<file path="config.mk">
export PLATFORM = sky130hd
export DESIGN_NAME = mccac_queue
export DESIGN_NICKNAME = d
export VERILOG_FILES = /design/src/rtl/mccac_pkg.sv /design/src/rtl/mccac_queue.sv
export SDC_FILE = /design/constraint.sdc
export NUM_CORES = 1
export LEC_CHECK = 0
export BUFFER_PORTS_ARGS = -buffer_cell sky130_fd_sc_hd__buf_2
export CAP_MARGIN = 20
export CORE_ASPECT_RATIO = 1.75
export CORE_MARGIN = 5
export CORE_UTILIZATION = 52
export DETAILED_ROUTE_END_ITERATION = 7
export GPL_ROUTABILITY_DRIVEN = 1
export PLACE_DENSITY = 0.79
export SLEW_MARGIN = 20
export SYNTH_ARGS = -nofsm -noshare
export SYNTH_HDL_FRONTEND = slang
export SYNTH_SLANG_ARGS = --single-unit
</file>
<file path="constraint.sdc">
create_clock -name clk -period 4.5 [get_ports clk]
set_input_delay 0.9 -clock clk [delete_from_list [all_inputs] [get_ports clk]]
set_output_delay 0.9 -clock clk [all_outputs]
set_load 0.01 [all_outputs]
</file>
<file path="src/rtl/mccac_pkg.sv">
// ----------------------------------------------------------------------------
// mccac_pkg
// Shared types, constants and the generator step for the Monte Carlo
// cubic area counter.
// ----------------------------------------------------------------------------
package mccac_pkg;

    localparam int STATE_W = 31;
    localparam int COUNT_W = 16;
    localparam int MULT_W  = 15;
    localparam int TOL_W   = 14;

    localparam logic [STATE_W-1:0] LCG_MOD    = 31'd2147483647;
    localparam logic [MULT_W-1:0]  LCG_MUL    = 15'd16807;
    localparam logic [TOL_W-1:0]   TOL_SCALE  = 14'd10000;
    localparam logic [STATE_W-1:0] SEED_RESET = 31'd7994808;
    localparam logic [COUNT_W-1:0] SPT_RESET  = 16'd100;

    // configuration port
    localparam int CFG_IDX_W  = 1;
    localparam int CFG_DATA_W = 31;
    localparam logic [CFG_IDX_W-1:0] CFG_SEED = 1'b0;
    localparam logic [CFG_IDX_W-1:0] CFG_SPT  = 1'b1;

    // limb-serial wide arithmetic
    localparam int LIMB_W     = 32;
    localparam int LIMBS      = 4;
    localparam int WIDE_W     = LIMB_W * LIMBS;
    localparam int LIMB_IDX_W = $clog2(LIMBS);

    // 10000 * M^2 and M^3
    localparam logic [WIDE_W-1:0] LHS_K =
        WIDE_W'(TOL_SCALE) * WIDE_W'(LCG_MOD) * WIDE_W'(LCG_MOD);
    localparam logic [WIDE_W-1:0] CUBE_M =
        WIDE_W'(LCG_MOD) * WIDE_W'(LCG_MOD) * WIDE_W'(LCG_MOD);

    // queue between front and back
    localparam int QDEPTH  = 2;
    localparam int QPTR_W  = $clog2(QDEPTH);
    localparam int QCNT_W  = $clog2(QDEPTH + 1);

    typedef struct packed {
        logic                reseed;
        logic [STATE_W-1:0]  sx;
        logic [STATE_W-1:0]  sy;
    } sample_t;

    typedef struct packed {
        logic full;
        logic empty;
    } q_status_t;

    // one step of state' = 16807 * state mod (2^31 - 1)
    function automatic logic [STATE_W-1:0] lcg_next(input logic [STATE_W-1:0] s);
        logic [STATE_W+MULT_W-1:0] p;
        logic [STATE_W:0]          f;
        logic [STATE_W:0]          r;
        p = (STATE_W+MULT_W)'(s) * (STATE_W+MULT_W)'(LCG_MUL);
        // 2^31 = 1 mod M: fold the high part down, one subtract is enough
        f = (STATE_W+1)'(p[STATE_W-1:0]) + (STATE_W+1)'(p[STATE_W+MULT_W-1:STATE_W]);
        if (f >= (STATE_W+1)'(LCG_MOD))
        begin
            r = f - (STATE_W+1)'(LCG_MOD);
        end
        else
        begin
            r = f;
        end
        return r[STATE_W-1:0];
    endfunction

endpackage

</file>
<file path="src/rtl/mccac_queue.sv">
// ----------------------------------------------------------------------------
// mccac_queue
// Short FIFO of drawn samples between the front and the back.
// ----------------------------------------------------------------------------
module mccac_queue
(
    input  logic                 clk,
    input  logic                 rst_n,
    input  logic                 push,
    input  mccac_pkg::sample_t   push_data,
    input  logic                 pop,
    output mccac_pkg::sample_t   head,
    output mccac_pkg::q_status_t q_stat
);

    import mccac_pkg::*;

    sample_t           entry_reg [QDEPTH];
    logic [QPTR_W-1:0] wr_ptr_reg, rd_ptr_reg;
    logic [QCNT_W-1:0] count_reg;
    logic              do_push, do_pop;

    assign q_stat.full  = (count_reg == QCNT_W'(QDEPTH));
    assign q_stat.empty = (count_reg == '0);
    assign do_push      = push && !q_stat.full;
    assign do_pop       = pop && !q_stat.empty;
    assign head         = entry_reg[rd_ptr_reg];

    function automatic logic [QPTR_W-1:0] ptr_inc(input logic [QPTR_W-1:0] p);
        if (p == QPTR_W'(QDEPTH - 1))
        begin
            return '0;
        end
        return p + QPTR_W'(1);
    endfunction

    always_ff @(posedge clk or negedge rst_n)
    begin
        if (!rst_n)
        begin
            wr_ptr_reg <= '0;
            rd_ptr_reg <= '0;
            count_reg  <= '0;
        end
        else
        begin
            if (do_push)
            begin
                wr_ptr_reg <= ptr_inc(wr_ptr_reg);
            end
            if (do_pop)
            begin
                rd_ptr_reg <= ptr_inc(rd_ptr_reg);
            end
            if (do_push && !do_pop)
            begin
                count_reg <= count_reg + QCNT_W'(1);
            end
            else if (do_pop && !do_push)
            begin
                count_reg <= count_reg - QCNT_W'(1);
            end
        end
    end

    always_ff @(posedge clk)
    begin
        if (do_push)
        begin
            entry_reg[wr_ptr_reg] <= push_data;
        end
    end

endmodule

</file>
==> impl_metrics.py <==
metrics = {
    "floorplan": {
        "die_height_um": 140,
        "core.rowCount": 47,
        "coreArea_mm2": 0.00947,
        "design.portCount": 132,
        "floorplan.die_area_mm2": 0.0118,
        "floorplan.initialDensity_pct": 53.3,
        "chipWidth_um": 84.4,
    },
    "sta": {
        "fin_worst_skew_ps": 6.47,
        "tns_ps": 0,
        "final_hold_viol_count": 0,
        "setup_violators_final": 0,
        "finalCritPeriodShare_pct": 67.9,
        "timing.final.crit_period_ps": 3060,
        "fmaxAchievable_ghz": 0.327,
        "report.final.slew_viol_count": 0,
        "hold_slack_ps": 295,
        "rsz0062_at_grt": "no",
        "tightest_slew_ps": 883,
        "fin_ws_ps": 1440,
        "maxSlewHeadroom_pct": 41.0,
    },
    "grt": {
        "global_route.overflow_total": 0,
        "grt_first_pass_wirelength_mm": 13.6,
        "number_of_global_route_vias_before_repair": 2669,
        "largest_net_degree_at_the_start_of_global_routing": 37,
        "grt_use_total_pct": 15.6,
        "number_of_antenna_violations_at_the_first_check_in_global_routing": 3,
    },
    "route": {
        "via_count": 2413,
        "drt_drc_violations_left": 0,
        "final_antenna_net_count": 0,
        "wl_mm": 8.75,
        "route.detailed.vias_per_inst": 4.85,
        "first_pass_iters": 4,
        "initialDrtViolationCount": 96,
        "routed_wire_length_per_instance_um": 17.6,
    },
    "clock_tree": {
        "cts-root-to-sink-buffers": 2,
        "cts.clk_slew.worst_paths_ps": 50,
        "numCtsBuffers": 17,
        "cts_hold_buf": 0,
        "tritoncts": "done",
        "insertion_delay_ps": 400,
        "post_cts_resize_count": 0,
        "numClockSinks": 130,
        "cts-root-buf": "sky130_fd_sc_hd__clkbuf_16",
        "ctsHtreeMaxLevel": 4,
        "post-cts-setup-buffer-count": 0,
    },
    "pwr": {
        "power_density_mw_per_mm2": 669,
        "comb_power_share_pct": 29.5,
        "switchingPower_mw": 1.19,
        "pwr-share-seq_pct": 43.5,
        "switching_share_pct": 28.3,
        "internal-power_mw": 3.01,
        "clkPwrFrac_pct": 27.0,
        "worst_ir_drop_vdd_v": 0.000558,
        "report.power.total_mw": 4.20,
        "static-leakage-power_nw": 2.55,
    },
    "synthesis": {
        "synth_fp_nets": 283,
        "synth.most_common_cell": "sky130_fd_sc_hd__edfxtp_1",
        "synth-main-ff-cell": "sky130_fd_sc_hd__edfxtp_1",
        "post_synth.cell_area_avg_um2": 23.5,
        "synth_edf_count": 126,
        "async_flop_share_pct": 3.08,
        "post_synth_instance_area_mm2": 0.00504,
        "yosys_warnings": 0,
        "yosysUniqueCellTypes": 15,
        "synth.ff_latch_count": 130,
        "syn-instance-count": 215,
        "synth.top_cell.area_share_pct": 75.0,
        "yosysTopAreaCell": "sky130_fd_sc_hd__edfxtp_1",
        "synth_sequential_area_ratio_pct": 77.0,
        "yosys-top-cells-area": "sky130_fd_sc_hd__edfxtp_1, sky130_fd_sc_hd__mux2_4, sky130_fd_sc_hd__buf_12, sky130_fd_sc_hd__dfrtp_1, sky130_fd_sc_hd__mux2_2",
        "most_frequent_cells_after_synthesis": "sky130_fd_sc_hd__edfxtp_1, sky130_fd_sc_hd__mux2_4, sky130_fd_sc_hd__buf_12, sky130_fd_sc_hd__dfrtp_1, sky130_fd_sc_hd__mux2_2",
    },
    "place": {
        "place_ws_ps": 1840,
        "finalWeightedCongestion": 0.720,
        "io_buffers": 131,
        "hpwl_after_detailed_placement_mm": 6.26,
    },
    "cells_and_area": {
        "largest_reg_flops": 126,
        "final_net_count": 430,
        "fraction_of_final_layout_cells_sized_beyond_drive_strength_1_pct": 60.3,
        "finish.utilization_pct": 66.3,
        "area_growth_pct": 24.5,
    },
    "worst_setup_path": {
        "critical_path_required_ps": 3600,
        "worst-path-max-fanout": 35,
        "crit_start": "rd_ptr_reg$_DFFE_PN0P_",
        "arrival_time_of_the_worst_setup_path_ps": 2160,
        "stage_delay_of_the_slowest_cell_on_the_critical_path_ps": 850,
        "endpoint_kind": "output pin",
        "setup.worst_path.start_class": "flop",
        "crit_path_cell_trace": "buf_4 -> mux2_4 -> buf_2",
        "cp_slowest_cell": "sky130_fd_sc_hd__dfrtp_4",
        "timing_worst_setup_path_type": "reg2out",
        "origin_of_the_critical_flop_to_flop_path": "count_reg[0]$_DFFE_PN0P_",
    },
    "outcome": {
        "run_status": "finished, final reports clean",
    },
    "job": {
        "cap_violations": 0,
    },
    "worst_hold_path": {
        "min-delay-path-class": "in2async",
    },
}
==> power by group through the flow <==
stage / combinational, mW / clock [mW] / sequential, mW
final: 1.24 / 1.14 / 1.83
after global routing: 1.32 / 1.22 / 1.86
after CTS: 1.27 / 1.16 / 1.83
after global placement: 1.24 / 0 / 1.84
after floorplan: 1.02 / 0 / 1.76
after detailed placement: 1.27 / 0 / 1.86
==> layout make-up <==
| cell class | count | area (um^2) |
|---|---|---|
| Antenna cell | 1 | 2.50 |
| Multi-Input combinational cell | 76 | 1030 |
| Clock buffer | 18 | 429 |
| Fill cell | 665 | 3190 |
| Timing Repair Buffer | 135 | 698 |
| Tap cell | 122 | 153 |
| Clock inverter | 14 | 73.8 |
| Inverter | 2 | 7.51 |
| Sequential cell | 130 | 3890 |
==> critical path: cells and delay by family (launching register included) <==
| family | cells | cell delay, ps |
|---|---|---|
| multiplexers | 1 | 330 |
| buffers and inverters | 2 | 560 |
| flip-flops | 1 | 850 |
==> kinds of logic (layout without fill, tap and decap cells) <==
family,Yosys count,after routing,synth area share [%]
flops,130,130,77.0
mux,63,63,18.5
other cells,0,1,0
simple gates,6,6,0.546
buf+inv,9,169,2.75
xor+xnor,5,5,0.869
compound gates,1,1,0.0992
fa+ha+maj,1,1,0.248
==> final timing paths <==
path,endpoint,slack [ps],cells past startpoint
max,head[49],1440,3
min,rd_ptr_reg$_DFFE_PN0P_,290,1
min in group clk,count_reg[1]$_DFFE_PN0P_,550,1
max in group asynchronous,rd_ptr_reg$_DFFE_PN0P_,4070,1
max reg2reg,entry_reg[1][51]$_DFFE_PP_,2330,3
min reg2reg,count_reg[1]$_DFFE_PN0P_,550,1
==> cells in the final DEF, fill, tap and decap left out, drive strengths merged <==
master	count
buf	135
mux2	63
clkinvlp	3
xor2	2
dfrtp	4
ha	1
edfxtp	126
nand2b	1
nand2	1
diode	1
and3	1
inv	2
clkbuf	18
xnor2	3
o21ai	1
clkinv	11
nor2	3
==> per-layer routing <==
layer  global-route usage (%)  up-vias  routed length, um  share of wire [%]
li1                         -     1147                  -                  -
met1                     14.4     1167               2810                 32
met2                     28.9       76               5190                 59
met3                     7.29       17                577                6.6
met4                     6.09        6                136                1.6
met5                        0        -                 44               0.50
==> metrics by stage <==
step                      cells  area [um^2]
after floorplan             215         5040
after global placement      465         5770
after detailed placement    465         5770
after CTS                   497         6280
after global routing        497         6280
final                       498         6280
Note: power is estimated with default switching activity, not from simulation.
