File: src/rtl/mccac_pkg.sv
// ----------------------------------------------------------------------------
// mccac_pkg
// Shared types, constants and the generator step for the Monte Carlo
// cubic area counter.
// ----------------------------------------------------------------------------
package mccac_pkg;

    localparam int STATE_W = 31;
    localparam int COUNT_W = 16;
    localparam int MULT_W  = 15;
    localparam int TOL_W   = 14;

    localparam logic [STATE_W-1:0] LCG_MOD    = 31'd2147483647;
    localparam logic [MULT_W-1:0]  LCG_MUL    = 15'd16807;
    localparam logic [TOL_W-1:0]   TOL_SCALE  = 14'd10000;
    localparam logic [STATE_W-1:0] SEED_RESET = 31'd7994808;
    localparam logic [COUNT_W-1:0] SPT_RESET  = 16'd100;

    // configuration port
    localparam int CFG_IDX_W  = 1;
    localparam int CFG_DATA_W = 31;
    localparam logic [CFG_IDX_W-1:0] CFG_SEED = 1'b0;
    localparam logic [CFG_IDX_W-1:0] CFG_SPT  = 1'b1;

    // limb-serial wide arithmetic
    localparam int LIMB_W     = 32;
    localparam int LIMBS      = 4;
    localparam int WIDE_W     = LIMB_W * LIMBS;
    localparam int LIMB_IDX_W = $clog2(LIMBS);

    // 10000 * M^2 and M^3
    localparam logic [WIDE_W-1:0] LHS_K =
        WIDE_W'(TOL_SCALE) * WIDE_W'(LCG_MOD) * WIDE_W'(LCG_MOD);
    localparam logic [WIDE_W-1:0] CUBE_M =
        WIDE_W'(LCG_MOD) * WIDE_W'(LCG_MOD) * WIDE_W'(LCG_MOD);

    // queue between front and back
    localparam int QDEPTH  = 2;
    localparam int QPTR_W  = $clog2(QDEPTH);
    localparam int QCNT_W  = $clog2(QDEPTH + 1);

    typedef struct packed {
        logic                reseed;
        logic [STATE_W-1:0]  sx;
        logic [STATE_W-1:0]  sy;
    } sample_t;

    typedef struct packed {
        logic full;
        logic empty;
    } q_status_t;

    // one step of state' = 16807 * state mod (2^31 - 1)
    function automatic logic [STATE_W-1:0] lcg_next(input logic [STATE_W-1:0] s);
        logic [STATE_W+MULT_W-1:0] p;
        logic [STATE_W:0]          f;
        logic [STATE_W:0]          r;
        p = (STATE_W+MULT_W)'(s) * (STATE_W+MULT_W)'(LCG_MUL);
        // 2^31 = 1 mod M: fold the high part down, one subtract is enough
        f = (STATE_W+1)'(p[STATE_W-1:0]) + (STATE_W+1)'(p[STATE_W+MULT_W-1:STATE_W]);
        if (f >= (STATE_W+1)'(LCG_MOD))
        begin
            r = f - (STATE_W+1)'(LCG_MOD);
        end
        else
        begin
            r = f;
        end
        return r[STATE_W-1:0];
    endfunction

endpackage

File: src/rtl/mccac_back.sv
// ----------------------------------------------------------------------------
// mccac_back
// Exact hit test 10000*sy*M^2 <= 10000*sx^3 + M^3 on a limb-serial
// multiplier, trial counters and the result register.
// ----------------------------------------------------------------------------
module mccac_back
(
    input  logic                         clk,
    input  logic                         rst_n,
    input  mccac_pkg::q_status_t         q_stat,
    input  mccac_pkg::sample_t           head,
    output logic                         pop,
    input  logic [mccac_pkg::COUNT_W-1:0] samples_per_trial,
    output logic                         result_valid,
    input  logic                         result_stall,
    output logic [mccac_pkg::COUNT_W-1:0] hit_count
);

    import mccac_pkg::*;

    typedef enum logic [3:0] {
        B_IDLE = 4'b0001,
        B_MUL  = 4'b0010,
        B_ADD  = 4'b0100,
        B_CMP  = 4'b1000
    } back_state_t;

    localparam logic [1:0] PASS_LHS  = 2'd0;
    localparam logic [1:0] PASS_SQ   = 2'd1;
    localparam logic [1:0] PASS_CUBE = 2'd2;

    localparam int PROD_W = LIMB_W + STATE_W;

    back_state_t           state_reg, state_next;
    logic [WIDE_W-1:0]     w_reg, w_next;
    logic [WIDE_W-1:0]     lhs_reg, lhs_next;
    logic [STATE_W-1:0]    mul_reg, mul_next;
    logic [STATE_W-1:0]    sx_reg, sx_next;
    logic                  rs_reg, rs_next;
    logic [LIMB_W-1:0]     carry_reg, carry_next;
    logic [LIMB_IDX_W-1:0] limb_reg, limb_next;
    logic [1:0]            pass_reg, pass_next;
    logic [COUNT_W-1:0]    smp_cnt_reg, smp_cnt_next;
    logic [COUNT_W-1:0]    hit_cnt_reg, hit_cnt_next;
    logic                  result_valid_reg, result_valid_next;
    logic [COUNT_W-1:0]    hit_count_reg, hit_count_next;

    logic [PROD_W-1:0]         prod;
    logic [2*LIMB_W-1:0]       limb_sum;
    logic [WIDE_W-1:0]         w_shift;
    logic [STATE_W+TOL_W-1:0]  sx_tol;
    logic                      out_free;
    logic                      hit;
    logic [COUNT_W-1:0]        base_s, base_h, smp_n, hit_n, limit;

    // one limb a cycle: low limb times scalar plus carry, rotate in at the top
    assign prod     = PROD_W'(w_reg[LIMB_W-1:0]) * PROD_W'(mul_reg);
    assign limb_sum = (2*LIMB_W)'(prod) + (2*LIMB_W)'(carry_reg);
    assign w_shift  = {limb_sum[LIMB_W-1:0], w_reg[WIDE_W-1:LIMB_W]};
    assign sx_tol   = (STATE_W+TOL_W)'(sx_reg) * (STATE_W+TOL_W)'(TOL_SCALE);

    assign out_free = !result_valid_reg || !result_stall;
    assign hit      = (lhs_reg <= w_reg);
    assign base_s   = rs_reg ? '0 : smp_cnt_reg;
    assign base_h   = rs_reg ? '0 : hit_cnt_reg;
    assign smp_n    = base_s + COUNT_W'(1);
    assign hit_n    = base_h + COUNT_W'(hit);
    assign limit    = (samples_per_trial == '0) ? COUNT_W'(1) : samples_per_trial;

    always_comb
    begin
        state_next        = state_reg;
        w_next            = w_reg;
        lhs_next          = lhs_reg;
        mul_next          = mul_reg;
        sx_next           = sx_reg;
        rs_next           = rs_reg;
        carry_next        = carry_reg;
        limb_next         = limb_reg;
        pass_next         = pass_reg;
        smp_cnt_next      = smp_cnt_reg;
        hit_cnt_next      = hit_cnt_reg;
        result_valid_next = result_valid_reg && result_stall;
        hit_count_next    = hit_count_reg;
        pop               = 1'b0;
        case (state_reg)
            B_IDLE:
            begin
                if (!q_stat.empty)
                begin
                    pop        = 1'b1;
                    sx_next    = head.sx;
                    rs_next    = head.reseed;
                    w_next     = LHS_K;
                    mul_next   = head.sy;
                    carry_next = '0;
                    limb_next  = '0;
                    pass_next  = PASS_LHS;
                    state_next = B_MUL;
                end
            end
            B_MUL:
            begin
                w_next     = w_shift;
                carry_next = limb_sum[2*LIMB_W-1:LIMB_W];
                limb_next  = limb_reg + LIMB_IDX_W'(1);
                if (limb_reg == LIMB_IDX_W'(LIMBS - 1))
                begin
                    carry_next = '0;
                    limb_next  = '0;
                    case (pass_reg)
                        PASS_LHS:
                        begin
                            lhs_next  = w_shift;
                            w_next    = WIDE_W'(sx_tol);
                            mul_next  = sx_reg;
                            pass_next = PASS_SQ;
                        end
                        PASS_SQ:
                        begin
                            pass_next = PASS_CUBE;
                        end
                        default:
                        begin
                            state_next = B_ADD;
                        end
                    endcase
                end
            end
            B_ADD:
            begin
                w_next     = w_reg + CUBE_M;
                state_next = B_CMP;
            end
            B_CMP:
            begin
                if (out_free)
                begin
                    if (smp_n >= limit)
                    begin
                        result_valid_next = 1'b1;
                        hit_count_next    = hit_n;
                        smp_cnt_next      = '0;
                        hit_cnt_next      = '0;
                    end
                    else
                    begin
                        smp_cnt_next = smp_n;
                        hit_cnt_next = hit_n;
                    end
                    state_next = B_IDLE;
                end
            end
            default:
            begin
                state_next = B_IDLE;
            end
        endcase
    end

    assign result_valid = result_valid_reg;
    assign hit_count    = hit_count_reg;

    always_ff @(posedge clk or negedge rst_n)
    begin
        if (!rst_n)
        begin
            state_reg        <= B_IDLE;
            limb_reg         <= '0;
            pass_reg         <= PASS_LHS;
            smp_cnt_reg      <= '0;
            hit_cnt_reg      <= '0;
            result_valid_reg <= 1'b0;
        end
        else
        begin
            state_reg        <= state_next;
            limb_reg         <= limb_next;
            pass_reg         <= pass_next;
            smp_cnt_reg      <= smp_cnt_next;
            hit_cnt_reg      <= hit_cnt_next;
            result_valid_reg <= result_valid_next;
        end
    end

    always_ff @(posedge clk)
    begin
        w_reg         <= w_next;
        lhs_reg       <= lhs_next;
        mul_reg       <= mul_next;
        sx_reg        <= sx_next;
        rs_reg        <= rs_next;
        carry_reg     <= carry_next;
        hit_count_reg <= hit_count_next;
    end

endmodule

File: config.mk
export PLATFORM = sky130hd
export DESIGN_NAME = mccac_back
export DESIGN_NICKNAME = d
export VERILOG_FILES = /design/src/rtl/mccac_pkg.sv /design/src/rtl/mccac_back.sv
export SDC_FILE = /design/constraint.sdc
export NUM_CORES = 2
export LEC_CHECK = 0
export ABC_CLOCK_PERIOD_IN_PS = 17500
export BUFFER_PORTS_ARGS = -buffer_cell sky130_fd_sc_hd__buf_4
export CAP_MARGIN = 20
export CORE_ASPECT_RATIO = 1.2
export CORE_UTILIZATION = 25
export DETAILED_ROUTE_END_ITERATION = 7
export PLACE_DENSITY = 0.4
export SLEW_MARGIN = 0
export SYNTH_ARGS = -nofsm -noshare
export SYNTH_HDL_FRONTEND = slang
export SYNTH_SLANG_ARGS = --single-unit
File: constraint.sdc
create_clock -name clk -period 17.5 [get_ports clk]
set_input_delay 2.625 -clock clk [delete_from_list [all_inputs] [get_ports clk]]
set_output_delay 2.625 -clock clk [all_outputs]
set_load 0.005 [all_outputs]
==> results.cfg <==
[run_status]
outcome = finished, final reports clean

[cells_and_area]
stdcell_area_sq_um = 66470
syn_to_final_growth_pct = 9.904
drive_gt1_frac = 0.05254
fillCellCount = 25590
nets = 7891
utilization = 0.2766

[yosys]
synth_nets = 7963
synth_top_flop_cell = edfxtp_1
synth_top_area_frac = 0.3237
ys_seq_area_frac = 0.1992
yosys.area.top_type = fa_1
ys_async_sr_fraction = 0.1005
synth_cell_type_count = 89
yosys_warnings = 0
syn_inst = 6369
synth_edf_count = 367
ys_ff_latch = 408
synthTopCellsByArea = fa_1, edfxtp_1, ha_1
syn_area_per_cell_sq_um = 9.496
netlist_area_sq_um = 60480

[placement]
portBuffers = 100
place.gp.congestion = 0.8673
dpl-instance-area_sq_um = 64740
dp_hpwl_mm = 152.7
place_ws_ps = 8185

[drt]
wl_mm = 196.2
initialDrtViolationCount = 2148
vias_per_cell = 4.593
drc = 0
drtPass1Iterations = 6
antenna_left = 0
drt-wirelength-per-cell_um = 20.59
vias = 43760

[timing]
setup_viol = 0
max_freq_ghz = 0.1068
final.setup.tns_ps = 0
tightest_slew_ps = 1284
fin_crit_sh = 0.5352
slew_viol_final = 0
max_slew_margin = 0.1359
setup_slack_ps = 8133
clock_skew_ps = 27.58
rsz0062_at_grt = no
period_needed_ps = 9367
final_hold_viol_count = 0

[hold_path]
hold_end = lhs_reg[73]
worst_hold_path.num_cells = 0
min-delay-start = w_reg[105]
min_path_type = register to register

[clock_tree]
clk_latency_ps = 630
path_clk_slew_ps = 60
cts_tree = built
htreeDepth = 2
cts_setup_buffers = 0
cts_resized = 0
cts_root_buffer = clkbuf_16
cts_buffers = 50
clk_path_buf_depth = 3
clock_sinks = 408
holdBufCountCts = 0

[grt]
use_met2 = 0.3055
grt_start_max_net_pins = 80
grt_usage = 0.1635
grt_util_met1 = 0.2004
grt_pass1_vias = 48770
busiest_layer = met2
met3_usage = 0.01182
grt_pass1_wl_mm = 303.8
antenna_found_initial = 12
grt-ovfl-total = 0

[floorplanning]
die_area_sq_um = 243900
io_pins = 102
die_h_um = 540.8
initial_utilization = 0.2517
die_w_um = 451.0
rows = 197
coreArea_sq_um = 240300

[critical_path]
end_kind = register
reg2reg_depth = 23
worstSetupStartpointType = register
worstPathRequired_ps = 17840
r2r_slack_ps = 8130
r2r_start = w_reg[11]
worstPathMaxFanout = 31
critPathKind = register to register
r2r_end = carry_reg[19]
crit_arrival_ps = 9710

[run]
drv_cap = 0
==> per-stage QoR <==
stage | hold slack (ps) | instances
2_1_floorplan | 424.4 | 6369
3_3_place_gp | 438.8 | 9429
3_5_place_dp | 432.3 | 9429
4_1_cts | 456.6 | 9522
5_1_grt | 463.4 | 9524
6_report | 453.2 | 9526
==> worst max-delay path by stage <==
stage | startpoint | endpoint | slack, ps | cells past startpoint
2_1_floorplan | q_stat[0] | pop | 8350 | 2
3_5_place_dp | w_reg[11] | carry_reg[19] | 8190 | 23
4_1_cts | w_reg[11] | carry_reg[19] | 8110 | 23
3_3_place_gp | w_reg[11] | carry_reg[19] | 8220 | 23
6_report | w_reg[11] | carry_reg[19] | 8130 | 23
5_1_grt | w_reg[11] | carry_reg[19] | 7890 | 23
==> cells in the mapped netlist (12+ instances only) <==
cell type and instances:
a211oi_1 16, a21o_1 88, a21oi_1 221, a22o_1 14, a22oi_1 12, a31oi_1 22, a32o_1 26, and2_1 498
and3_1 22, buf_1 12, clkbuf_1 298, dfrtp_1 40, edfxtp_1 367, fa_1 978, ha_1 532, inv_1 1309
nand2_1 719, nand2b_1 24, nand3_1 71, nand4_1 89, nor2_1 184, nor2b_1 23, nor3_1 75, nor3b_1 12
nor4_1 30, o21a_1 22, o21ai_0 183, o21bai_1 21, o22ai_1 50, o31ai_1 13, or2_2 15, or3_1 22
xnor2_1 173, xor2_1 39
==> area by class of cell <==
cell class                      instances  area (sq um)  share of cell area
Sequential cell                       408         12050              0.1813
Timing Repair Buffer                  194          1456             0.02191
Clock buffer                           59          1358             0.02042
Clock inverter                         34         360.3            0.005421
Antenna cell                            4         10.01           0.0001506
Tap cell                             3184          3984             0.05994
Multi-Input combinational cell       4334         42330              0.6369
Inverter                             1309          4918             0.07400
==> kinds of logic (layout without fill, tap and decap cells) <==
group,Yosys count,in the layout,synth area share
other,0,4,0
XOR/XNOR,212,212,0.03070
AND/OR/NAND/NOR,1837,1837,0.1531
adder cells (fa/ha/maj),1510,1510,0.4338
flip-flops,408,408,0.1992
AO/OA/AOI/OAI,769,769,0.08069
multiplexers,6,6,0.0009931
buffers and inverters,1627,1596,0.1016
==> routing by layer <==
metal | up-vias | share of wire
li1 | 19970 | -
met1 | 22890 | 0.42
met2 | 698 | 0.53
met3 | 198 | 0.027
met4 | 2 | 0.026
met5 | - | 0.000066
==> critical path, stage by stage, from the launching register on <==
cell	delay, ps
edfxtp_1	530
buf_4	580
and2_1	230
fa_1	440
fa_1	450
fa_1	560
inv_1	60
fa_1	470
inv_1	50
fa_1	490
fa_1	520
fa_1	490
inv_1	50
fa_1	480
inv_1	50
ha_1	390
a21oi_1	300
o21ai_0	200
nor4_1	700
a21oi_1	320
o31ai_1	900
o21ai_0	250
xnor2_1	410
nor2_1	120
==> placed cells by master, fill, tap and decap left out, types with 13 or more instances in the layout <==
| cell | n |
|---|---|
| a211oi_1 | 16 |
| a21o_1 | 88 |
| a21oi_1 | 221 |
| a22o_1 | 14 |
| a31oi_1 | 22 |
| a32o_1 | 26 |
| and2_1 | 498 |
| and3_1 | 22 |
| buf_4 | 194 |
| clkbuf_16 | 52 |
| dfrtp_1 | 40 |
| edfxtp_1 | 367 |
| fa_1 | 978 |
| ha_1 | 532 |
| inv_1 | 1308 |
| nand2_1 | 719 |
| nand2b_1 | 24 |
| nand3_1 | 71 |
| nand4_1 | 89 |
| nor2_1 | 180 |
| nor2b_1 | 23 |
| nor3_1 | 74 |
| nor4_1 | 30 |
| o21a_1 | 22 |
| o21ai_0 | 183 |
| o21bai_1 | 21 |
| o22ai_1 | 50 |
| o31ai_1 | 13 |
| or2_2 | 15 |
| or3_1 | 21 |
| xnor2_1 | 173 |
| xor2_1 | 39 |
Power is left out: the tool's default activity adds up to more than one toggle a clock period on the data nets, which glitch-free logic cannot reach.
