File: config.mk
export PLATFORM = sky130hd
export DESIGN_NAME = mccac_front
export DESIGN_NICKNAME = d
export VERILOG_FILES = /design/src/rtl/mccac_pkg.sv /design/src/rtl/mccac_front.sv
export SDC_FILE = /design/constraint.sdc
export NUM_CORES = 1
export LEC_CHECK = 0
export BUFFER_PORTS_ARGS = -buffer_cell sky130_fd_sc_hd__buf_4
export CAP_MARGIN = 20
export CORE_MARGIN = 1
export CORE_UTILIZATION = 36
export DETAILED_ROUTE_END_ITERATION = 10
export HOLD_SLACK_MARGIN = 0.06
export PLACE_DENSITY_LB_ADDON = 0.3
export SLEW_MARGIN = 5
export SYNTH_ARGS = -nofsm -noshare
export SYNTH_HDL_FRONTEND = slang
export SYNTH_SLANG_ARGS = --single-unit
File: constraint.sdc
create_clock -name clk -period 25.7 [get_ports clk]
set_input_delay 2.57 -clock clk [delete_from_list [all_inputs] [get_ports clk]]
set_output_delay 2.57 -clock clk [all_outputs]
set_load 0.01 [all_outputs]
File: src/rtl/mccac_pkg.sv
// ----------------------------------------------------------------------------
// mccac_pkg
// Shared types, constants and the generator step for the Monte Carlo
// cubic area counter.
// ----------------------------------------------------------------------------
package mccac_pkg;

    localparam int STATE_W = 31;
    localparam int COUNT_W = 16;
    localparam int MULT_W  = 15;
    localparam int TOL_W   = 14;

    localparam logic [STATE_W-1:0] LCG_MOD    = 31'd2147483647;
    localparam logic [MULT_W-1:0]  LCG_MUL    = 15'd16807;
    localparam logic [TOL_W-1:0]   TOL_SCALE  = 14'd10000;
    localparam logic [STATE_W-1:0] SEED_RESET = 31'd7994808;
    localparam logic [COUNT_W-1:0] SPT_RESET  = 16'd100;

    // configuration port
    localparam int CFG_IDX_W  = 1;
    localparam int CFG_DATA_W = 31;
    localparam logic [CFG_IDX_W-1:0] CFG_SEED = 1'b0;
    localparam logic [CFG_IDX_W-1:0] CFG_SPT  = 1'b1;

    // limb-serial wide arithmetic
    localparam int LIMB_W     = 32;
    localparam int LIMBS      = 4;
    localparam int WIDE_W     = LIMB_W * LIMBS;
    localparam int LIMB_IDX_W = $clog2(LIMBS);

    // 10000 * M^2 and M^3
    localparam logic [WIDE_W-1:0] LHS_K =
        WIDE_W'(TOL_SCALE) * WIDE_W'(LCG_MOD) * WIDE_W'(LCG_MOD);
    localparam logic [WIDE_W-1:0] CUBE_M =
        WIDE_W'(LCG_MOD) * WIDE_W'(LCG_MOD) * WIDE_W'(LCG_MOD);

    // queue between front and back
    localparam int QDEPTH  = 2;
    localparam int QPTR_W  = $clog2(QDEPTH);
    localparam int QCNT_W  = $clog2(QDEPTH + 1);

    typedef struct packed {
        logic                reseed;
        logic [STATE_W-1:0]  sx;
        logic [STATE_W-1:0]  sy;
    } sample_t;

    typedef struct packed {
        logic full;
        logic empty;
    } q_status_t;

    // one step of state' = 16807 * state mod (2^31 - 1)
    function automatic logic [STATE_W-1:0] lcg_next(input logic [STATE_W-1:0] s);
        logic [STATE_W+MULT_W-1:0] p;
        logic [STATE_W:0]          f;
        logic [STATE_W:0]          r;
        p = (STATE_W+MULT_W)'(s) * (STATE_W+MULT_W)'(LCG_MUL);
        // 2^31 = 1 mod M: fold the high part down, one subtract is enough
        f = (STATE_W+1)'(p[STATE_W-1:0]) + (STATE_W+1)'(p[STATE_W+MULT_W-1:STATE_W]);
        if (f >= (STATE_W+1)'(LCG_MOD))
        begin
            r = f - (STATE_W+1)'(LCG_MOD);
        end
        else
        begin
            r = f;
        end
        return r[STATE_W-1:0];
    endfunction

endpackage

File: src/rtl/mccac_front.sv
// ----------------------------------------------------------------------------
// mccac_front
// Accepts sample items, applies reseed and draws sx, sy from the generator.
// ----------------------------------------------------------------------------
module mccac_front
(
    input  logic                         clk,
    input  logic                         rst_n,
    input  logic                         sample_valid,
    input  logic                         reseed,
    output logic                         sample_stall,
    input  logic [mccac_pkg::STATE_W-1:0] seed,
    input  mccac_pkg::q_status_t         q_stat,
    output logic                         push,
    output mccac_pkg::sample_t           push_data
);

    import mccac_pkg::*;

    typedef enum logic [1:0] {
        F_IDLE = 2'b01,
        F_SY   = 2'b10
    } front_state_t;

    front_state_t       state_reg, state_next;
    logic [STATE_W-1:0] gen_reg, gen_next;
    logic [STATE_W-1:0] sx_reg, sx_next;
    logic               rs_reg, rs_next;
    logic               accept;
    logic [STATE_W-1:0] sy;

    assign sample_stall = (state_reg != F_IDLE) || q_stat.full;
    assign accept       = sample_valid && !sample_stall;
    assign sy           = lcg_next(sx_reg);

    always_comb
    begin
        state_next = state_reg;
        gen_next   = gen_reg;
        sx_next    = sx_reg;
        rs_next    = rs_reg;
        push       = 1'b0;
        case (state_reg)
            F_IDLE:
            begin
                if (accept)
                begin
                    sx_next    = lcg_next(reseed ? seed : gen_reg);
                    rs_next    = reseed;
                    state_next = F_SY;
                end
            end
            F_SY:
            begin
                // slot was free at accept and only this side fills the queue
                push       = 1'b1;
                gen_next   = sy;
                state_next = F_IDLE;
            end
            default:
            begin
                state_next = F_IDLE;
            end
        endcase
    end

    assign push_data.reseed = rs_reg;
    assign push_data.sx     = sx_reg;
    assign push_data.sy     = sy;

    always_ff @(posedge clk or negedge rst_n)
    begin
        if (!rst_n)
        begin
            state_reg <= F_IDLE;
            gen_reg   <= SEED_RESET;
        end
        else
        begin
            state_reg <= state_next;
            gen_reg   <= gen_next;
        end
    end

    always_ff @(posedge clk)
    begin
        sx_reg <= sx_next;
        rs_reg <= rs_next;
    end

endmodule

==> results of run 1 <==
stage by stage:
step	hold WS, ns	utilization
after global placement	0.458	0.391
final	0.475	0.396
after CTS	0.478	0.396
after global routing	0.517	0.396
after floorplan	0.445	-
after detailed placement	0.466	0.391
per-layer routing:
| metal | global-route usage | routed length [um] |
|---|---|---|
| met5 | 0 | 0 |
| met4 | 0.0639 | 1760 |
| met3 | 0.0162 | 2400 |
| met2 | 0.379 | 31400 |
| met1 | 0.257 | 25800 |
cells in the final DEF (no fill, tap or decap), types with 8 or more instances in the layout:
cell type / count
and3_1: 22
fa_1: 268
dfrtp_1: 16
nor3_1: 27
a211oi_1: 19
buf_4: 106
a21oi_1: 110
clkbuf_16: 11
o21bai_1: 20
edfxtp_1: 32
o21ai_0: 69
o2111ai_1: 8
xor2_1: 56
o21a_1: 24
o211ai_1: 11
nor2b_1: 9
or2_2: 9
nor4_1: 8
a31oi_1: 15
o31ai_1: 38
nand3b_1: 8
mux2_2: 16
and2_1: 18
or3_1: 9
nor2_1: 123
ha_1: 402
nand2b_1: 15
a21o_1: 40
mux2i_1: 26
inv_1: 554
xnor2_1: 90
nand2_1: 114
nand4_1: 27
nand3_1: 42
dfstp_2: 17
path summary, 6_finish.rpt:
path,from,to,slack (ns),cells past startpoint
max in group asynchronous,rst_n,state_reg[0],23.19,1
max reg2reg,gen_reg[13],sx_reg[1],13.64,33
min in group asynchronous,rst_n,gen_reg[0],2.15,1
max,reseed,sx_reg[1],11.20,34
min reg2reg,gen_reg[25],gen_reg[25],0.48,2
min,gen_reg[25],gen_reg[25],0.48,2
logic make-up after synthesis:
family,Yosys count,share of synthesized area
AOI/OAI and AO/OA,431,0.137
buffers and inverters,600,0.106
and+or+nand+nor,463,0.108
DFF,65,0.0842
xor gates and xnor gates,147,0.0603
adders and majority gates,670,0.484
muxes,42,0.0205
worst reg2reg max path: cells and delay by family, from the launching register on:
family / cells / cell delay, ns
AND/OR/NAND/NOR: 6 / 1.57
adder cells (fa/ha/maj): 8 / 3.73
XOR/XNOR: 1 / 0.14
flip-flops: 1 / 0.38
AO/OA/AOI/OAI: 13 / 4.56
multiplexers: 2 / 0.99
buffers and inverters: 3 / 0.44
cell type report:
class | instances | area [sq um] | share of cell area
well taps | 773 | 967 | 0.0413
clock inverters | 4 | 55.1 | 0.00235
repair buffers | 106 | 796 | 0.0340
clock buffers | 12 | 283 | 0.0121
inverters | 557 | 2090 | 0.0894
flip-flops and latches | 65 | 1810 | 0.0773
multi-input cells | 1753 | 17400 | 0.744
==> flow_summary.yaml, run 1 <==
status:
  status: "completed"
layout:
  area_delta_synth_final_pct: 8.96
  fin_nets: 3199
  final_area_sq_um: 23400
  antenna_cells: 0
  final_cells: 3270
  fillers: 6021
  drive_above_1_share: 0.0805
timing:
  finalHoldViolCount: 0
  setup_viol: 0
  slew_headroom: 0.304
  worst_pin_slew_ns: 1.01
  fin_crit_sh: 0.564
  drv_slew: 0
  final.min_clock_period_ns: 14.50
  worst_slack_ns: 11.20
  finClkSkew_ns: 0.00794
  fmax_mhz: 69.0
  setup_tns_ns: 0
  rsz0062_at_grt: "no"
clock_network:
  cts_buffers: 9
  root_buffer: "clkbuf_16"
  htreeDepth: 3
  clock_tree.buffer_depth: 2
  postCtsHoldBufs: 0
  post_cts_resized: 0
  clock_latency_ns: 0.36
  path_clk_slew_ns: 0.06
  cts_setup_buffers: 0
  cts.sinks: 65
  cts_tree: "built"
critical_path:
  cp.required_ns: 25.80
  cp_slowest_cell: "a21oi_1"
  end_kind: "flop"
  crit_buf_inv: 4
  crit_path_max_fanout: 32
  critical_path_class: "in2reg"
  critPathMaxStageDelay_ns: 0.83
  cp_top_family: "compound AO/OA/AOI/OAI gates"
  cp_common_cell: "fa_1"
  cp.arrival_ns: 14.60
  cp-start-kind: "input port"
hold_path:
  hold_path_class: "reg2reg"
route:
  num_vias: 17100
  drc: 0
  first_pass_iters: 5
  drtIter0Drc: 927
  wl_per_cell_um: 18.8
  viasPerCell: 5.21
  postRouteAntennaNets: 0
  wl_um: 61300
floorplan:
  die_area_sq_um: 60600
  ios: 102
  die_h_um: 246
  row_count: 89
  core_area_sq_um: 59000
  start_util: 0.364
  dieWidth_um: 246
logic_synthesis:
  async_flop_share: 0.508
  yosysTopAreaCell: "fa_1"
  synth.top_cells.by_area: "fa_1 25%, ha_1 23%, inv_1 9.7%"
  ys.warnings.count: 0
  syn_avg_cell_area_sq_um: 8.88
  yosysSeqAreaShare: 0.0842
  synth.most_common_cell: "inv_1"
  synth_top_area_share: 0.250
  synth_common_cells: "554 x inv_1, 402 x ha_1, 268 x fa_1"
  syn_inst: 2418
  ys_seq_elements: 65
  synth-edff-count: 32
  synth_fp_nets: 3125
  synth_area_sq_um: 21500
  synth_flop_cell: "edfxtp_1"
  ys_types: 89
global_routing:
  grt_max_degree: 40
  grt_usage: 0.208
  antenna_found_initial: 0
  overflow: 0
  grt_pass1_vias: 18000
  grt_pass1_wl_um: 97600
placed_design:
  dpl_cell_area_sq_um: 23100
  port-buffer-count: 100
  gp_congestion: 0.903
  post-dp-hpwl_um: 54000
  dp.cells: 3253
  dpl_worst_slack_ns: 11.00
run:
  maxCapViolations: 0
Power of run 1 is not shown: default switching activity piles up to over one toggle a cycle in this logic, so the estimate is an artifact.
==> run 2, diff against run 1 <==
==> constraint.sdc (replaced) <==
create_clock -name clk -period 14.6 [get_ports clk]
set_input_delay 1.46 -clock clk [delete_from_list [all_inputs] [get_ports clk]]
set_output_delay 1.46 -clock clk [all_outputs]
set_load 0.01 [all_outputs]
==> run 2 against run 1 <==
  * Cell area is essentially flat
  * Critical path depth grew 6
  * Worst hold slack is essentially flat
  * Global-route usage is essentially flat
  * Die area is the same
  * Largest cell class unchanged
==> flow_summary.yaml, run 2 (synthesized netlist as in run 1, its figures left out) <==
critical_path:
  crit_buf_inv: 7
  cp_slowest_cell: "a211oi_1"
  cp_common_cell: "inv_1"
  crit_path_max_fanout: 9
  end_kind: "output port"
  critPathMaxStageDelay_ns: 0.63
  cp-start-kind: "flop"
  critical_path_class: "reg2out"
  cp_top_family: "compound AO/OA/AOI/OAI gates"
  cp.arrival_ns: 12.15
  cp.required_ns: 13.14
timing:
  fin_crit_sh: 0.932
  worst_pin_slew_ns: 0.990
  slew_headroom: 0.321
  final.min_clock_period_ns: 13.61
  rsz0062_at_grt: "no"
  finalHoldViolCount: 0
  worst_slack_ns: 0.989
  drv_slew: 0
  finClkSkew_ns: 0.0123
  setup_tns_ns: 0
  fmax_mhz: 73.5
  setup_viol: 0
layout:
  antenna_cells: 0
  final_area_sq_um: 23400
  fillers: 5977
  regArea_sq_um: 1810
  area_delta_synth_final_pct: 8.95
  fin_nets: 3202
  multiInputGateArea_sq_um: 17400
  layout_common_cells: "554 x inv_1, 402 x ha_1, 268 x fa_1"
  drive_above_1_share: 0.0812
  final_common_cell: "inv_1"
route:
  wl_per_cell_um: 18.6
  postRouteAntennaNets: 0
  num_vias: 17200
  first_pass_iters: 5
  drtIter0Drc: 868
  drc: 0
  wl_um: 61000
  viasPerCell: 5.26
global_routing:
  grt_usage: 0.207
  grt_max_degree: 40
  grt_pass1_wl_um: 97700
  antenna_found_initial: 0
  grt_pass1_vias: 18400
  overflow: 0
placed_design:
  port-buffer-count: 100
  dpl_cell_area_sq_um: 23100
  gp_congestion: 0.912
  post-dp-hpwl_um: 54200
  dpl_worst_slack_ns: 1.24
floorplan:
  ios: 102
  die_area_sq_um: 60600
  start_util: 0.364
  core_area_sq_um: 59000
  die_h_um: 246
  row_count: 89
  dieWidth_um: 246
clock_network:
  cts_setup_buffers: 0
  path_clk_slew_ns: 0.06
  cts_buffers: 9
  root_buffer: "clkbuf_16"
  clock_tree.buffer_depth: 2
  cts.sinks: 65
  postCtsHoldBufs: 0
  clock_latency_ns: 0.35
  post_cts_resized: 0
  cts_tree: "built"
  htreeDepth: 3
run:
  maxCapViolations: 0
status:
  status: "completed"
hold_path:
  hold_path_class: "reg2reg"
## run 2: changes by cell type in the layout (fill, tap and decap cells not counted)
cell	change
inv_6	-1
bufinv_16	-1
clkbuf_4	-1
clkbuf_1	+1
clkinv_4	+2
buf_4	+3
## run 2: layout make-up
type,instances,area share
Multi-Input combinational cell,1753,0.744
Inverter,557,0.0894
Sequential cell,65,0.0773
Tap cell,773,0.0413
Timing Repair Buffer,109,0.0350
Clock buffer,12,0.0119
Clock inverter,4,0.00144
## run 2: path summary, 6_finish.rpt
| kind | from | to | slack (ns) | cells after the start |
|---|---|---|---|---|
| max | sx_reg[22] | push_data[15] | 0.99 | 40 |
| min | gen_reg[27] | gen_reg[27] | 0.47 | 2 |
| max reg2reg | gen_reg[13] | sx_reg[12] | 2.65 | 35 |
| min reg2reg | gen_reg[27] | gen_reg[27] | 0.47 | 2 |
| max in group asynchronous | rst_n | gen_reg[21] | 13.19 | 1 |
| min in group asynchronous | rst_n | gen_reg[1] | 1.05 | 1 |
## run 2: metrics by stage
stage / cells / utilization / hold slack [ns]
2_1_floorplan: 2418 / - / 0.445
3_3_place_gp: 3257 / 0.391 / 0.460
3_5_place_dp: 3257 / 0.391 / 0.465
4_1_cts: 3273 / 0.396 / 0.477
5_1_grt: 3273 / 0.396 / 0.490
6_report: 3273 / 0.396 / 0.475
## run 2: per-layer routing
metal  share of wire  track usage
met3           0.031       0.0127
met2            0.50        0.373
met4           0.037       0.0789
met5               0            0
met1            0.43        0.257
## run 2: tightest hold or removal path, stage by stage, from the launching register on
cell and delay [ns]:
dfrtp_1 0.34, nand2_1 0.05, o31ai_1 0.05
Power of run 2 is left out for the same reason.
==> run 3, diff against run 2 <==
--- a/config.mk
+++ b/config.mk
@@ -7,6 +7,7 @@
 export LEC_CHECK = 0
 export BUFFER_PORTS_ARGS = -buffer_cell sky130_fd_sc_hd__buf_4
 export CAP_MARGIN = 20
+export CORE_ASPECT_RATIO = 1.75
 export CORE_MARGIN = 1
 export CORE_UTILIZATION = 36
 export DETAILED_ROUTE_END_ITERATION = 10
==> run 3 against run 2 <==
  * Critical path depth up 2
  * Cell count up 0.21%
  * Routed wire length up 5.9%
  * Core utilization about the same
  * Sequential cell count unchanged
  * Cell area about the same
  * Maximum frequency up 0.25%
==> flow_summary.yaml, run 3 (synthesized netlist as in run 1, its figures left out) <==
status:
  status: "completed"
timing:
  fmax_mhz: 73.6
  final.min_clock_period_ns: 13.58
  rsz0062_at_grt: "no"
  finalHoldViolCount: 0
  fin_crit_sh: 0.930
  slew_headroom: 0.148
  setup_tns_ns: 0
  drv_slew: 0
  finClkSkew_ns: 0.0142
  setup_viol: 0
  worst_pin_slew_ns: 1.28
clock_network:
  cts_tree: "built"
  cts_setup_buffers: 0
  htreeDepth: 3
  cts_buffers: 9
  cts.sinks: 65
  path_clk_slew_ns: 0.06
  clock_latency_ns: 0.38
  clock_tree.buffer_depth: 2
  post_cts_resized: 0
  root_buffer: "clkbuf_16"
  postCtsHoldBufs: 0
placed_design:
  port-buffer-count: 100
  dpl_cell_area_sq_um: 23100
  gp_congestion: 0.958
  post-dp-hpwl_um: 57200
route:
  wl_per_cell_um: 19.7
  drc: 0
  num_vias: 17100
  first_pass_iters: 5
  wl_um: 64600
  drtIter0Drc: 633
  postRouteAntennaNets: 0
  viasPerCell: 5.23
floorplan:
  row_count: 118
  start_util: 0.364
  core_area_sq_um: 59100
  die_area_sq_um: 60700
  dieWidth_um: 187
  die_h_um: 325
  ios: 102
run:
  maxCapViolations: 0
layout:
  drive_above_1_share: 0.0816
  layout_common_cells: "554 x inv_1, 402 x ha_1, 268 x fa_1"
  fin_nets: 3202
  fillers: 6020
  area_delta_synth_final_pct: 8.97
  final_common_cell: "inv_1"
  antenna_cells: 0
  final_area_sq_um: 23400
critical_path:
  cp-start-kind: "flop"
  cp.required_ns: 13.14
  critical_path_class: "reg2out"
  critPathMaxStageDelay_ns: 0.62
  cp_common_cell: "inv_1"
  crit_path_max_fanout: 14
  cp.arrival_ns: 12.12
  cp_slowest_cell: "a211oi_1"
  end_kind: "output port"
hold_path:
  hold_path_class: "reg2reg"
global_routing:
  overflow: 0
  grt_pass1_vias: 18600
  grt_pass1_wl_um: 102000
  grt_usage: 0.218
  grt_max_degree: 40
  antenna_found_initial: 0
run 3: changes by cell type in the layout (fill, tap and decap cells not counted):
cell	previous run	this run
inv_6	0	3
clkinvlp_4	1	2
inv_8	0	1
clkbuf_16	11	9
bufinv_16	0	1
clkbuf_1	1	0
clkinv_4	3	0
run 3: area by class of cell:
type	instances	area, sq um	area share
Clock buffer	9	225	0.00962
Clock inverter	7	82.6	0.00353
Inverter	557	2090	0.0893
Multi-Input combinational cell	1753	17400	0.744
Sequential cell	65	1810	0.0773
Tap cell	780	976	0.0417
Timing Repair Buffer	109	818	0.0350
run 3: path summary, 6_finish.rpt:
kind | startpoint | slack (ns) | cells past startpoint | endpoint
setup / recovery | sx_reg[10] | 1.02 | 42 | push_data[9]
hold / removal | gen_reg[16] | 0.48 | 2 | gen_reg[16]
setup reg to reg | gen_reg[14] | 2.60 | 36 | sx_reg[9]
hold reg to reg | gen_reg[16] | 0.48 | 2 | gen_reg[16]
max in group asynchronous | rst_n | 13.15 | 1 | gen_reg[16]
min in group asynchronous | rst_n | 1.06 | 1 | gen_reg[2]
run 3: per-layer routing:
metal | GRT usage | share of wire | up-vias
li1 | - | - | 8216
met1 | 0.214 | 0.35 | 8378
met2 | 0.426 | 0.55 | 394
met3 | 0.0167 | 0.026 | 156
met4 | 0.155 | 0.078 | 0
met5 | 0 | 0 | -
run 3: through the flow:
| step | hold WS, ns | cells | setup WS (ns) | util |
|---|---|---|---|---|
| 4_1_cts | 0.479 | 3280 | 0.966 | 0.396 |
| 3_3_place_gp | 0.462 | 3264 | 1.26 | 0.391 |
| 3_5_place_dp | 0.467 | 3264 | 1.17 | 0.391 |
| 2_1_floorplan | 0.445 | 2418 | 2.78 | - |
| 6_report | 0.476 | 3280 | 1.02 | 0.396 |
| 5_1_grt | 0.509 | 3280 | 0.358 | 0.396 |
run 3: worst max-delay path, delay by kind of cell (launching register included):
family                   cells  cell delay (ns)
buffers and inverters        8             0.91
adder cells (fa/ha/maj)      8             3.39
AND/OR/NAND/NOR              8             1.65
AO/OA/AOI/OAI               18             5.16
flip-flops                   1             0.61
Power of run 3 is left out for the same reason.
